[src/hw/rtl/ffra_pkg.sv]
// Shared constants and types of the first-fit region allocator.
package ffra_pkg;
    localparam int unsigned MaxRegionsDefault = 32;
    localparam int unsigned AddrW = 64;
    localparam int unsigned TypeW = 4;
    localparam int unsigned PagesW = 20;
    localparam int unsigned PageShift = 12;
    localparam logic [TypeW-1:0] Usable = 4'd1;

    typedef logic [AddrW-1:0] t_addr;
    typedef logic [TypeW-1:0] t_rtype;

    typedef enum logic [1:0] {
        KIND_ADD   = 2'd0,
        KIND_ALLOC = 2'd1,
        KIND_FREE  = 2'd2,
        KIND_NONE  = 2'd3
    } t_kind;

    typedef enum logic [1:0] {
        ST_DONE  = 2'd0,
        ST_NOFIT = 2'd1,
        ST_FULL  = 2'd2,
        ST_RSVD  = 2'd3
    } t_status;
endpackage

[src/hw/rtl/ffra_table.sv]
// Region table memory: one write port and one registered read port.
module ffra_table #(
    parameter int unsigned DEPTH = ffra_pkg::MaxRegionsDefault
) (
    input  logic                     i_clk,
    input  logic                     i_we,
    input  logic [$clog2(DEPTH)-1:0] i_waddr,
    input  ffra_pkg::t_addr          i_wbase,
    input  ffra_pkg::t_addr          i_wsize,
    input  ffra_pkg::t_rtype         i_wtype,
    input  logic [$clog2(DEPTH)-1:0] i_raddr,
    output ffra_pkg::t_addr          o_rbase,
    output ffra_pkg::t_addr          o_rsize,
    output ffra_pkg::t_rtype         o_rtype
);
    import ffra_pkg::*;

    t_addr  r_base [DEPTH];
    t_addr  r_size [DEPTH];
    t_rtype r_type [DEPTH];

    always_ff @(posedge i_clk) begin
        if (i_we) begin
            r_base[i_waddr] <= i_wbase;
            r_size[i_waddr] <= i_wsize;
            r_type[i_waddr] <= i_wtype;
        end
        o_rbase <= r_base[i_raddr];
        o_rsize <= r_size[i_raddr];
        o_rtype <= r_type[i_raddr];
    end
endmodule
[config.mk]
export PLATFORM = sky130hd
export DESIGN_NAME = ffra_table
export DESIGN_NICKNAME = d
export VERILOG_FILES = /design/src/hw/rtl/ffra_pkg.sv /design/src/hw/rtl/ffra_table.sv
export SDC_FILE = /design/constraint.sdc
export NUM_CORES = 2
export LEC_CHECK = 0
export ABC_AREA = 0
export CORE_MARGIN = 2
export CORE_UTILIZATION = 55
export DETAILED_ROUTE_END_ITERATION = 7
export DONT_BUFFER_PORTS = 1
export PLACE_DENSITY = 0.73
export SYNTH_ARGS = -nofsm -noshare
export SYNTH_HDL_FRONTEND = slang
export SYNTH_MEMORY_MAX_BITS = 65536
export SYNTH_SLANG_ARGS = --single-unit
[constraint.sdc]
create_clock -name i_clk -period 7.64 [get_ports i_clk]
set_clock_uncertainty 0.1 [all_clocks]
set_input_delay 0.382 -clock i_clk [delete_from_list [all_inputs] [get_ports i_clk]]
set_output_delay 0.382 -clock i_clk [all_outputs]
set_load 0.01 [all_outputs]
* After elaboration in Yosys (flattened, before gate mapping)
Memory sizes are Yosys's and may differ from the RTL's. A register that Yosys moved wholly into a read port is not among the register bits.
Cells that the tools add are included.
** Word-level totals
- Bits in registers :: 0
- Latch bits :: 0
- Memory bits (writable) :: 4224
- Bits in read-only memories :: 0
- Input bits :: 144
- Memories :: 3
** Memory list
- r_base :: depth 32, width 64, read ports 1, clocked after Yosys merged registers in 1, wr ports 1, line ffra_table.sv:18 : t_addr r_base [DEPTH];
- r_size :: depth 32, width 64, read ports 1, clocked after Yosys merged registers in 1, wr ports 1, line ffra_table.sv:19 : t_addr r_size [DEPTH];
- r_type :: depth 32, width 4, read ports 1, clocked after Yosys merged registers in 1, wr ports 1, line ffra_table.sv:20 : t_rtype r_type [DEPTH];
** Operators by class
- Add/sub/neg operators :: 0
- $mul :: 0
- Div/mod/pow operators :: 0
- Magnitude comparators :: 0
- Eq/ne operators :: 0
- Shifts and indexed selects :: 0
- Muxes and demuxes :: 2
- Bitwise logic cells :: 0
- Reductions and logical operators :: 0
** Operator list (number)
- two-way mux 1 bit :: 2

* Longest topological paths before layout
- Depth after elaboration :: 2
- Gate-level depth with buffers :: 9
- Depth with buffers taken out :: 4

* Worst setup path after synthesis
No wires, ideal clock.
- Path kind :: input port to flip-flop
- Start :: input i_waddr[1]
- End :: memory r_base[24][0] (netlist bit), enable pin
- Data arrival time :: 6.529 ns
- Data required time :: 6.915 ns
- Path slack :: 0.386 ns
- Cell stages on the path :: 3
- Buffers on the path :: 1
- Cells stage by stage :: or3b_2 clkbuf_1 nor2_1
** RTL lines
- start: declaration :: line ffra_table.sv:7 : input logic [$clog2(DEPTH)-1:0] i_waddr,
- end: declaration :: line ffra_table.sv:18
Straight into the memory's write port.

==> impl_metrics.ini <==
[flow_run]
maxCapViolCount = 0

[placement]
dp.final_hpwl_um = 175000
place_area_um2 = 166000
port_buffers = 0
place_congestion = 0.734
place_inst = 10400

[timing]
finalMaxSlewViolations = 0
setup_viol = 0
period_needed_ns = 4.74
finalCritPeriodShare_pct = 62.0
finalSetupTns_ns = 0
worstMarginPinSlew_ns = 1.41
grt_setup_unrepaired = false
slew-limit-headroom_pct = 5.67
max_freq_ghz = 0.211
holdWs_ns = -0.0242
hold_viol = 3

[worst_setup_path]
required_ns = 8.37
worst_ep_arrival_time_ns = 5.47
max_stage_delay_ns = 1.08
cpMostUsedCell = buf_16
startpoint_type = input port
crit_fanout = 128
path_cells = buf_16 > buf_16 > buf_16 > nor2b_4 > buf_4 > a22oi_1 > nand3_1 > nand4_1 > dlygate4sd3_1
slowest_stage = nor2b_4
crit_path_end_kind = flop
worstSetupPathType = in -> reg

[cells_and_area]
drive_gt1_share_pct = 24.4
final_core_utilization_pct = 62.2
nets = 7232
finish.instance_area_um2 = 181000
layout.cells.non_filler = 11400
areaGrowthSynthToFinish_pct = 12.3

[drt]
vias_per_cell = 6.77
avgRoutedWirePerCell_um = 35.6
post-route-drc-count = 0
drtIter0Drc = 11500
drtAntennaViolNets = 0
num_vias = 76900
first_pass_iters = 6
routed_wl_um = 404000

[yosys]
synth.top_cell.area_share_pct = 78.6
avgSynthCellArea_um2 = 23.8
synth_area_um2 = 161000
yosysTopAreaCell = edfxtp_1
netlist_instances = 6773
ys_seq_elements = 4356
synthesis.nets = 6917
yosys_warnings = 0
synth_edf_count = 4224
synth_area_leaders = edfxtp_1, mux4_2, dfxtp_1
ys_types = 32
synth_seq_area_share_pct = 80.2
async_flop_share_pct = 0
synth_ff_type = edfxtp_1

[status]
outcome = finished with violations
violations = hold timing

[floorplan]
fp.dieW_um = 546
fp.dieH_um = 546
fp-row-count = 198
core_um2 = 292000
die_area_um2 = 298000
io_pins = 276
start_util_pct = 55.4

[cts]
cts_buffers = 420
clk_latency_ns = 0.98
post_cts_resized = 0
h-tree-depth = 5
clock-sinks = 4356
cts_buffer_depth = 4
root_buffer = clkbuf_16
clk_pin_slew_worst_paths_ns = 0.06
cts_tree = yes

[grt]
grt_pass1_vias = 77400
grt_pass1_wl_um = 566000
grt-ovfl-total = 0
grt_max_degree = 929
antenna_found_initial = 46
grtUsageTotal_pct = 26.8

[power_and_ir_drop]
p_leak_nw = 56.4
p_per_area_nw_per_um2 = 275
ir_worst_vdd_mv = 0.282

[hold_path]
holdCritPathClass = in -> reg
## area by class of cell
class,instances,area [um^2]
Tap cell,3900,4880
Multi-Input combinational cell,2045,29900
Clock buffer,537,11300
Timing Repair Buffer,265,3070
Sequential cell,4356,129000
Antenna cell,10,25.0
Clock inverter,255,2820
Fill cell,18700,110000
## registers in the layout, summed over array words and instances (netlist names)
name     flops
o_rsize     64
r_base    2048
r_type     128
r_size    2048
o_rtype      4
o_rbase     64
## Yosys cell counts (4+ instances only)
master	n
mux2i_1	264
dfxtp_1	132
nor2_1	36
nand3_1	68
buf_12	13
buf_4	42
mux4_2	921
buf_2	142
clkbuf_1	93
nor4_1	4
a22oi_1	198
nand3b_1	5
o22ai_1	396
nand4_1	33
buf_1	13
or3b_2	4
nand2_1	4
nor4_2	95
edfxtp_1	4224
buf_6	66
## per-layer routing
metal  global-route usage (%)  vias up  wire length [um]
li1                         -    30000                 -
met1                     37.1    40900            149000
met2                     42.3     5172            196000
met3                     6.73      788             46300
met4                     8.41       38             12400
met5                        0        -               233
## critical path, delay by kind of cell
family / cells / cell delay (ns)
simple gates: 3 / 1.30
buf+inv: 5 / 3.01
compound gates: 1 / 0.19
## placed cells by master, fill, tap and decap left out, types with 71 or more instances in the layout
| cell | n |
|---|---|
| dfxtp_1 | 132 |
| buf_4 | 72 |
| o22ai_1 | 396 |
| mux2i_1 | 264 |
| clkinv_2 | 94 |
| dlygate4sd3_1 | 144 |
| edfxtp_1 | 4224 |
| clkbuf_16 | 423 |
| mux4_2 | 921 |
| nor4_2 | 95 |
| a22oi_1 | 198 |
| clkbuf_1 | 90 |
| clkinv_1 | 71 |
## kinds of logic after synthesis
logic type | Yosys count | share of synthesized area, %
AOI/OAI and AO/OA | 594 | 2.45
DFF | 4356 | 80.2
and+or+nand+nor | 263 | 1.29
buffers and inverters | 372 | 1.53
muxes | 1188 | 14.5
## stage by stage
step	setup slack, ns	hold WS, ns	power (mW)
3_5_place_dp	2.57	0.382	28.8
6_report	2.90	-0.0242	49.9
2_1_floorplan	0.386	0.381	28.5
3_3_place_gp	2.63	0.382	28.8
5_1_grt	2.51	0.000680	51.1
4_1_cts	3.13	0.0162	49.9
## power by group
group	switching, mW	total, mW	leakage [nW]	internal, mW
sequential	0.220	26.8	39.2	26.6
clock	8.96	21.0	6.89	12.1
combinational	1.25	2.03	10.4	0.777
## path summary, 6_finish.rpt
kind                       startpoint                  end  slack [ns]  cells past startpoint
max                        i_raddr[0]  o_rbase[45]$_DFF_P_        2.90                      9
min                        i_raddr[0]  o_rsize[26]$_DFF_P_       -0.02                      3
max reg2reg   r_size[27][7]$_DFFE_PP_   o_rsize[7]$_DFF_P_        5.55                      3
min reg2reg  r_size[30][53]$_DFFE_PP_  o_rsize[53]$_DFF_P_        0.54                      3
## repair_timing
item                                   4_1_cts  5_1_grt
setup buffers                                0        0
hold buffers                               143        1
endpoints found under the hold margin     4312        3
(Power assumes the default switching activity.)
